File: config.mk
export PLATFORM = sky130hd
export DESIGN_NAME = quoted_word_splitter
export DESIGN_NICKNAME = d
export VERILOG_FILES = /design/src/rtl/qws_pkg.sv /design/src/rtl/quoted_word_splitter.sv /design/src/rtl/qws_decode.sv
export SDC_FILE = /design/constraint.sdc
export NUM_CORES = 1
export LEC_CHECK = 0
export ABC_AREA = 1
export BUFFER_PORTS_ARGS = -buffer_cell sky130_fd_sc_hd__buf_2
export CORE_ASPECT_RATIO = 1.4
export CORE_MARGIN = 1.5
export CORE_UTILIZATION = 40
export CTS_CLUSTER_DIAMETER = 60
export DETAILED_ROUTE_END_ITERATION = 16
export SLEW_MARGIN = 20
export SYNTH_ARGS = -nofsm -noshare
export SYNTH_HDL_FRONTEND = slang
export SYNTH_SLANG_ARGS = --single-unit
File: constraint.sdc
create_clock -name clk -period 2.7 [get_ports clk]
set_input_delay 0.675 -clock clk [delete_from_list [all_inputs] [get_ports clk]]
set_output_delay 0.675 -clock clk [all_outputs]
set_load 0.03 [all_outputs]
File: src/rtl/qws_pkg.sv
`timescale 1ns / 1ps

package qws_pkg;

  // Result kinds.
  localparam logic [2:0] KIND_BYTE     = 3'd0;
  localparam logic [2:0] KIND_WORD_END = 3'd1;
  localparam logic [2:0] KIND_DONE     = 3'd2;
  localparam logic [2:0] KIND_SYNTAX   = 3'd3;
  localparam logic [2:0] KIND_TOO_MANY = 3'd4;

  // Special characters.
  localparam logic [7:0] CH_DQUOTE = 8'h22;
  localparam logic [7:0] CH_SQUOTE = 8'h27;
  localparam logic [7:0] CH_BSLASH = 8'h5C;
  localparam logic [7:0] CH_SPACE  = 8'h20;
  localparam logic [7:0] CH_END    = 8'h00;

  // Quote modes.
  localparam logic [1:0] QM_OUTSIDE = 2'd0;
  localparam logic [1:0] QM_DOUBLE  = 2'd1;
  localparam logic [1:0] QM_SINGLE  = 2'd2;

  // Configuration register indexes.
  localparam logic CFG_KEEP_QUOTES = 1'b0;
  localparam logic CFG_MAX_WORDS   = 1'b1;

  localparam logic [15:0] MAX_WORDS_RESET = 16'd1024;

  // Parser state carried from one byte to the next.
  typedef struct packed {
    logic [1:0]  quote_mode;
    logic        escape_pending;
    logic        word_nonempty;
    logic [15:0] slot_count;
    logic        discarding;
  } parse_state_t;

  localparam parse_state_t STATE_RESET = '{
    quote_mode:     QM_OUTSIDE,
    escape_pending: 1'b0,
    word_nonempty:  1'b0,
    slot_count:     16'd1,
    discarding:     1'b0
  };

  // One result item.
  typedef struct packed {
    logic [2:0] kind;
    logic [7:0] data;
    logic       last;
  } result_t;

  // All results caused by one byte: zero, one or two of them.
  typedef struct packed {
    logic [1:0] count;
    result_t    first;
    result_t    second;
  } step_out_t;

endpackage

File: src/rtl/quoted_word_splitter.sv
`timescale 1ns / 1ps

// Channel   Direction  Handshake            Payload
// input     in         in_valid / in_stall  ch
// output    out        out_valid/ out_stall kind, out_byte, last
// config    in         cfg_we               cfg_index, cfg_data
//
// A byte is registered on acceptance and decoded from that register, which
// pushes zero, one or two results into a four-entry result queue.
// One byte is taken per cycle while the queue has room for two results;
// the output delivers one result per cycle while out_stall is low, so bytes
// that give two results limit the sustained rate to the output side.
// Reset (rst, synchronous) clears the parser state, the queue and the
// configuration registers to keep_quotes = 0 and max_words = 1024.

module quoted_word_splitter (
  input  logic        clk,
  input  logic        rst,
  input  logic        in_valid,
  output logic        in_stall,
  input  logic [7:0]  ch,
  output logic        out_valid,
  input  logic        out_stall,
  output logic [2:0]  kind,
  output logic [7:0]  out_byte,
  output logic        last,
  input  logic        cfg_we,
  input  logic        cfg_index,
  input  logic [15:0] cfg_data
);

  localparam int QDEPTH = 4;
  localparam int PW     = $clog2(QDEPTH);

  logic                  keep_quotes;
  logic [15:0]           max_words;
  logic                  byte_valid;
  logic [7:0]            byte_reg;
  qws_pkg::parse_state_t state;
  qws_pkg::parse_state_t state_next;
  qws_pkg::step_out_t    step;
  qws_pkg::result_t      queue [QDEPTH];
  logic [PW-1:0]         wr_ptr;
  logic [PW-1:0]         rd_ptr;
  logic [PW:0]           count;
  logic [PW:0]           count_next;
  logic                  room;
  logic                  fire;
  logic                  pop;
  logic [PW:0]           push_count;
  qws_pkg::result_t      head;

  // Configuration registers.
  always_ff @(posedge clk) begin
    if (rst) begin
      keep_quotes <= 1'b0;
      max_words   <= qws_pkg::MAX_WORDS_RESET;
    end else if (cfg_we) begin
      case (cfg_index)
        qws_pkg::CFG_KEEP_QUOTES: keep_quotes <= cfg_data[0];
        qws_pkg::CFG_MAX_WORDS:   max_words   <= cfg_data;
        default:                  keep_quotes <= keep_quotes;
      endcase
    end
  end

  // The registered byte is decoded when the queue can hold two results.
  assign room     = count <= (PW+1)'(QDEPTH - 2);
  assign fire     = byte_valid && room;
  assign in_stall = byte_valid && !room;

  // Input register.
  always_ff @(posedge clk) begin
    if (rst) begin
      byte_valid <= 1'b0;
    end else if (!in_stall) begin
      byte_valid <= in_valid;
    end
  end

  always_ff @(posedge clk) begin
    if (in_valid && !in_stall) begin
      byte_reg <= ch;
    end
  end

  qws_decode u_decode (
    .state       (state),
    .ch          (byte_reg),
    .keep_quotes (keep_quotes),
    .max_words   (max_words),
    .state_next  (state_next),
    .step        (step)
  );

  // Parser state.
  always_ff @(posedge clk) begin
    if (rst) begin
      state <= qws_pkg::STATE_RESET;
    end else if (fire) begin
      state <= state_next;
    end
  end

  // Result queue.
  assign push_count = fire ? (PW+1)'(step.count) : '0;
  assign pop        = out_valid && !out_stall;
  assign count_next = count + push_count - (PW+1)'(pop);

  always_ff @(posedge clk) begin
    if (rst) begin
      wr_ptr <= '0;
      rd_ptr <= '0;
      count  <= '0;
    end else begin
      wr_ptr <= wr_ptr + push_count[PW-1:0];
      rd_ptr <= rd_ptr + PW'(pop);
      count  <= count_next;
    end
  end

  always_ff @(posedge clk) begin
    if (fire && (step.count != 2'd0)) begin
      queue[wr_ptr] <= step.first;
    end
    if (fire && (step.count == 2'd2)) begin
      queue[wr_ptr + PW'(1)] <= step.second;
    end
  end

  // Output transaction comes from the head of the queue.
  assign head      = queue[rd_ptr];
  assign out_valid = count != '0;
  assign kind      = head.kind;
  assign out_byte  = head.data;
  assign last      = head.last;

endmodule

File: src/rtl/qws_decode.sv
`timescale 1ns / 1ps

module qws_decode (
  input  qws_pkg::parse_state_t state,
  input  logic [7:0]            ch,
  input  logic                  keep_quotes,
  input  logic [15:0]           max_words,
  output qws_pkg::parse_state_t state_next,
  output qws_pkg::step_out_t    step
);

  logic          quote_match;
  logic          close_err;
  qws_pkg::result_t close_res;
  qws_pkg::parse_state_t close_state;

  // The byte matches the quote that opened the current span.
  assign quote_match = ((state.quote_mode == qws_pkg::QM_DOUBLE) && (ch == qws_pkg::CH_DQUOTE))
                    || ((state.quote_mode == qws_pkg::QM_SINGLE) && (ch == qws_pkg::CH_SQUOTE));

  // Closing a word fails once the next slot would reach the limit.
  assign close_err = ({1'b0, state.slot_count} + 17'd1) >= {1'b0, max_words};

  // Result and state when a word closes; the caller fixes up quote_mode.
  always_comb begin
    close_res   = '0;
    close_state = state;
    if (close_err) begin
      close_res.kind         = qws_pkg::KIND_TOO_MANY;
      close_state            = qws_pkg::STATE_RESET;
      close_state.discarding = 1'b1;
    end else begin
      close_res.kind            = qws_pkg::KIND_WORD_END;
      close_state.slot_count    = state.slot_count + 16'd1;
      close_state.word_nonempty = 1'b0;
    end
  end

  // Next state and results for one byte.
  always_comb begin
    state_next = state;
    step       = '0;
    if (state.discarding) begin
      if (ch == qws_pkg::CH_END) begin
        state_next.discarding = 1'b0;
      end
    end else if (state.escape_pending) begin
      state_next.escape_pending = 1'b0;
      if (ch == qws_pkg::CH_END) begin
        step.count      = 2'd1;
        step.first.kind = qws_pkg::KIND_SYNTAX;
        state_next      = qws_pkg::STATE_RESET;
      end else if ((quote_match || (ch == qws_pkg::CH_BSLASH)) && !keep_quotes) begin
        step.count               = 2'd1;
        step.first.kind          = qws_pkg::KIND_BYTE;
        step.first.data          = ch;
        state_next.word_nonempty = 1'b1;
      end else begin
        step.count               = 2'd2;
        step.first.kind          = qws_pkg::KIND_BYTE;
        step.first.data          = qws_pkg::CH_BSLASH;
        step.second.kind         = qws_pkg::KIND_BYTE;
        step.second.data         = ch;
        state_next.word_nonempty = 1'b1;
      end
    end else if ((ch == qws_pkg::CH_DQUOTE) || (ch == qws_pkg::CH_SQUOTE)) begin
      if (state.quote_mode == qws_pkg::QM_OUTSIDE) begin
        state_next.quote_mode = (ch == qws_pkg::CH_DQUOTE) ? qws_pkg::QM_DOUBLE
                                                           : qws_pkg::QM_SINGLE;
        if (keep_quotes) begin
          step.count               = 2'd1;
          step.first.kind          = qws_pkg::KIND_BYTE;
          step.first.data          = ch;
          state_next.word_nonempty = 1'b1;
        end
      end else if (quote_match) begin
        if (keep_quotes) begin
          step.count      = 2'd2;
          step.first.kind = qws_pkg::KIND_BYTE;
          step.first.data = ch;
          step.second     = close_res;
          state_next      = close_state;
          state_next.quote_mode = qws_pkg::QM_OUTSIDE;
        end else if (state.word_nonempty) begin
          step.count  = 2'd1;
          step.first  = close_res;
          state_next  = close_state;
          state_next.quote_mode = qws_pkg::QM_OUTSIDE;
        end else begin
          state_next.quote_mode = qws_pkg::QM_OUTSIDE;
        end
      end else begin
        step.count               = 2'd1;
        step.first.kind          = qws_pkg::KIND_BYTE;
        step.first.data          = ch;
        state_next.word_nonempty = 1'b1;
      end
    end else if (ch == qws_pkg::CH_BSLASH) begin
      state_next.escape_pending = 1'b1;
    end else if (ch == qws_pkg::CH_SPACE) begin
      if (state.quote_mode != qws_pkg::QM_OUTSIDE) begin
        step.count               = 2'd1;
        step.first.kind          = qws_pkg::KIND_BYTE;
        step.first.data          = ch;
        state_next.word_nonempty = 1'b1;
      end else if (state.word_nonempty) begin
        step.count = 2'd1;
        step.first = close_res;
        state_next = close_state;
      end
    end else if (ch == qws_pkg::CH_END) begin
      step.count      = 2'd1;
      step.first.kind = (state.quote_mode != qws_pkg::QM_OUTSIDE) ? qws_pkg::KIND_SYNTAX
                                                                  : qws_pkg::KIND_DONE;
      state_next      = qws_pkg::STATE_RESET;
    end else begin
      step.count               = 2'd1;
      step.first.kind          = qws_pkg::KIND_BYTE;
      step.first.data          = ch;
      state_next.word_nonempty = 1'b1;
    end

    // Mark the final result of this byte.
    if (step.count == 2'd1) begin
      step.first.last = 1'b1;
    end else if (step.count == 2'd2) begin
      step.second.last = 1'b1;
    end
  end

endmodule
==> insert_results.sql <==
INSERT INTO impl_metrics (metric_group, metric, value, unit) VALUES
('run_status', 'status', 'complete, but fails checks', ''),
('run_status', 'failed_checks', 'setup timing', ''),
('sta', 'setup_tns', '-6324', 'ps'),
('logic_synthesis', 'netlist-cell-type-count', '45', ''),
('logic_synthesis', 'most_repeated_cell_in_the_gate_level_netlist_after_synthesis', 'nand2_1', ''),
('global_route', 'grtUsageTotal', '0.2108', ''),
('setup_path', 'critical_path.endpoint_type', 'flop', ''),
('logic_synthesis', 'netlist_top_cells_area', 'edfxtp_1, dfxtp_1, nand2_1, nor2_1, o21ai_0', ''),
('sta', 'fin_crit_sh', '1.095', ''),
('setup_path', 'worst_ep_required_time', '2900', 'ps'),
('global_route', 'grt_pass1_vias', '5438', ''),
('power_and_ir_drop', 'power_density', '608.5', 'nW/um^2'),
('logic_synthesis', 'synth.largest_area_cell', 'edfxtp_1', ''),
('placed_design', 'post-place-cells', '1064', ''),
('setup_path', 'cp_data_arrival_time', '3160', 'ps'),
('clock_tree', 'clk_root_buffer_cell', 'clkbuf_16', ''),
('logic_synthesis', 'synth-main-ff-cell', 'edfxtp_1', ''),
('logic_synthesis', 'number_of_enable_type_register_cells_in_the_synthesized_netlist', '52', ''),
('cells_and_area', 'final_nets', '955', ''),
('floorplanning', 'boundaryPins', '44', ''),
('logic_synthesis', 'post_synth_inst_count', '770', ''),
('routing', 'detail_route.first_pass.iterations', '5', ''),
('cells_and_area', 'fraction_of_layout_cells_with_a_size_suffix_above_1', '0.2922', ''),
('sta', 'fmax', '338.3', 'MHz'),
('placed_design', 'cell_area_placed', '7039', 'sq um'),
('logic_synthesis', 'synthesis.yosys.warnings', '0', ''),
('sta', 'layout_min_cycle_time', '2956', 'ps'),
('clock_tree', 'cts_max_level', '3', ''),
('global_route', 'number_of_antenna_violations_at_the_first_check_in_global_routing', '0', ''),
('setup_path', 'worst-path-max-fanout', '7', ''),
('placed_design', 'routabilityCongestion', '0.9183', ''),
('power_and_ir_drop', 'leak', '0.003494', 'uW'),
('clock_tree', 'cts.reportedPaths.clkPinSlew', '70', 'ps'),
('power_and_ir_drop', 'total_power', '4677', 'uW'),
('power_and_ir_drop', 'peakVddDrop', '0.3633', 'mV'),
('cells_and_area', 'top_register', 'queue', ''),
('clock_tree', 'clk-insertion-delay-late', '350', 'ps'),
('sta', 'slew_headroom', '0.4993', ''),
('global_route', 'pin_count_of_the_biggest_net_entering_global_routing', '28', ''),
('sta', 'grt_setup_unrepaired', 'true', ''),
('global_route', 'globalRoute.totalOverflow', '0', ''),
('cells_and_area', 'antenna_cells_inserted', '0', ''),
('sta', 'hold_violations', '0', ''),
('floorplanning', 'num_rows', '52', ''),
('global_route', 'grt_pass1_wl', '26180', 'um'),
('worst_hold_path', 'worstHoldPathCells', '2', ''),
('sta', 'final-max-slew-violation-count', '0', ''),
('cells_and_area', 'largest_register_ff_count', '48', ''),
('sta', 'report.final.setup_viol', '27', ''),
('clock_tree', 'cts_tree', 'yes', ''),
('cells_and_area', 'layout_top_registers', 'queue (48), state (21), max_words (16)', ''),
('logic_synthesis', 'count_of_state_elements_after_synthesis', '102', ''),
('setup_path', 'start_kind', 'flop', ''),
('job', 'maxCapViolations', '0', ''),
('routing', 'drc', '0', ''),
('sta', 'fin_skew', '12.68', 'ps'),
('placed_design', 'buffer_ports.inserted', '43', ''),
('logic_synthesis', 'synthesis.area', '5986', 'sq um'),
('floorplanning', 'die-height', '147.7', 'um'),
('floorplanning', 'die_w', '106.4', 'um'),
('logic_synthesis', 'seq_total_area_yosys', '0.4281', ''),
('clock_tree', 'numCtsBuffers', '9', ''),
('sta', 'setup_slack', '-255.9', 'ps'),
('logic_synthesis', 'syn-mean-instance-area', '7.774', 'sq um'),
('routing', 'routed_wirelength', '16140', 'um'),
('cells_and_area', 'layout.cells.non_filler', '1096', ''),
('floorplanning', 'initial_core_util', '0.4107', ''),
('setup_path', 'path_type_of_the_worst_setup_path', 'flop to flop', ''),
('logic_synthesis', 'ys_top_cells_by_count', 'nand2_1, nor2_1, inv_1, o21ai_0, a21oi_1', ''),
('cells_and_area', 'finalInstanceArea', '7686', 'sq um'),
('floorplanning', 'floorplan.die_area', '15720', 'sq um');
## layout by cell type, fill, tap and decap left out, drive strengths merged, types with 2 or more instances in the layout
master / instances
o211ai: 3
o21ai: 80
nor2: 114
edfxtp: 52
inv: 99
nand3: 61
nand2: 151
clkinv: 2
o22ai: 13
clkinvlp: 4
xnor2: 7
dfxtp: 50
ha: 22
nand4: 12
nor3: 7
a21oi: 58
clkbuf: 10
buf: 142
xor2: 11
## cells by family after synthesis
kind of cell,synth area share
adder cells (fa/ha/maj),0.04933
XOR/XNOR,0.02634
AO/OA/AOI/OAI,0.1430
buffers and inverters,0.07985
AND/OR/NAND/NOR,0.2734
flip-flops,0.4281
## critical path, cell delays in order (launching register included)
cell and delay [ps]:
dfxtp_4 380, nand3_4 90, nor3_4 240, nand3_2 130, nor2_4 140, nand4_1 150
xnor2_2 190, ha_1 320, nand2_1 70, nor2_1 40, and2_1 140, nand2_1 80
nand3_2 90, nor2_4 130, nand3_4 140, buf_4 170, nand2_1 60, inv_2 50
o21ai_2 110, nand3_1 90
## metrics by stage
step | utilization | setup slack [ps]
final | 0.5274 | -255.9
after CTS | 0.5129 | -207.0
after global placement | 0.4830 | -261.3
after floorplan | - | -21.19
after detailed placement | 0.4830 | -322.0
after global routing | 0.5274 | -465.9
## routing by layer
metal | wire length (um) | vias up | GRT usage
li1 | - | 2825 | -
met1 | 6384 | 2585 | 0.2214
met2 | 8733 | 118 | 0.4103
met3 | 497 | 32 | 0.02513
met4 | 524 | 0 | 0.09595
met5 | 0 | - | 0
## area by class of cell
cell class / instances / area, sq um
clock buffers: 10 / 229.0
clock inverters: 6 / 47.55
fillers: 1440 / 6888
inverters: 99 / 371.6
multi-input cells: 548 / 3221
flip-flops and latches: 102 / 2574
well taps: 189 / 236.5
repair buffers: 142 / 1007
## timing repair
| item | CTS | global route |
|---|---|---|
| hold buffers | 0 | 0 |
| buffers inserted | 5 | 12 |
| pin swaps | 32 | 30 |
| endpoints found under the setup margin | 28 | 29 |
| resized for setup | 29 | 32 |
## final timing paths
path,from,to,slack (ps)
max reg2reg,state[1],state[1],-260
min,max_words[5],max_words[5],460
min reg2reg,max_words[5],max_words[5],460
max,state[1],state[1],-260
## power by group
part	total [uW]	internal [uW]	switching, uW
combinational	1590	548	1040
clock	1230	631	598
sequential	1860	1780	75.6
total	4680	2960	1710
No activity file was read; power rests on OpenSTA's default activity.
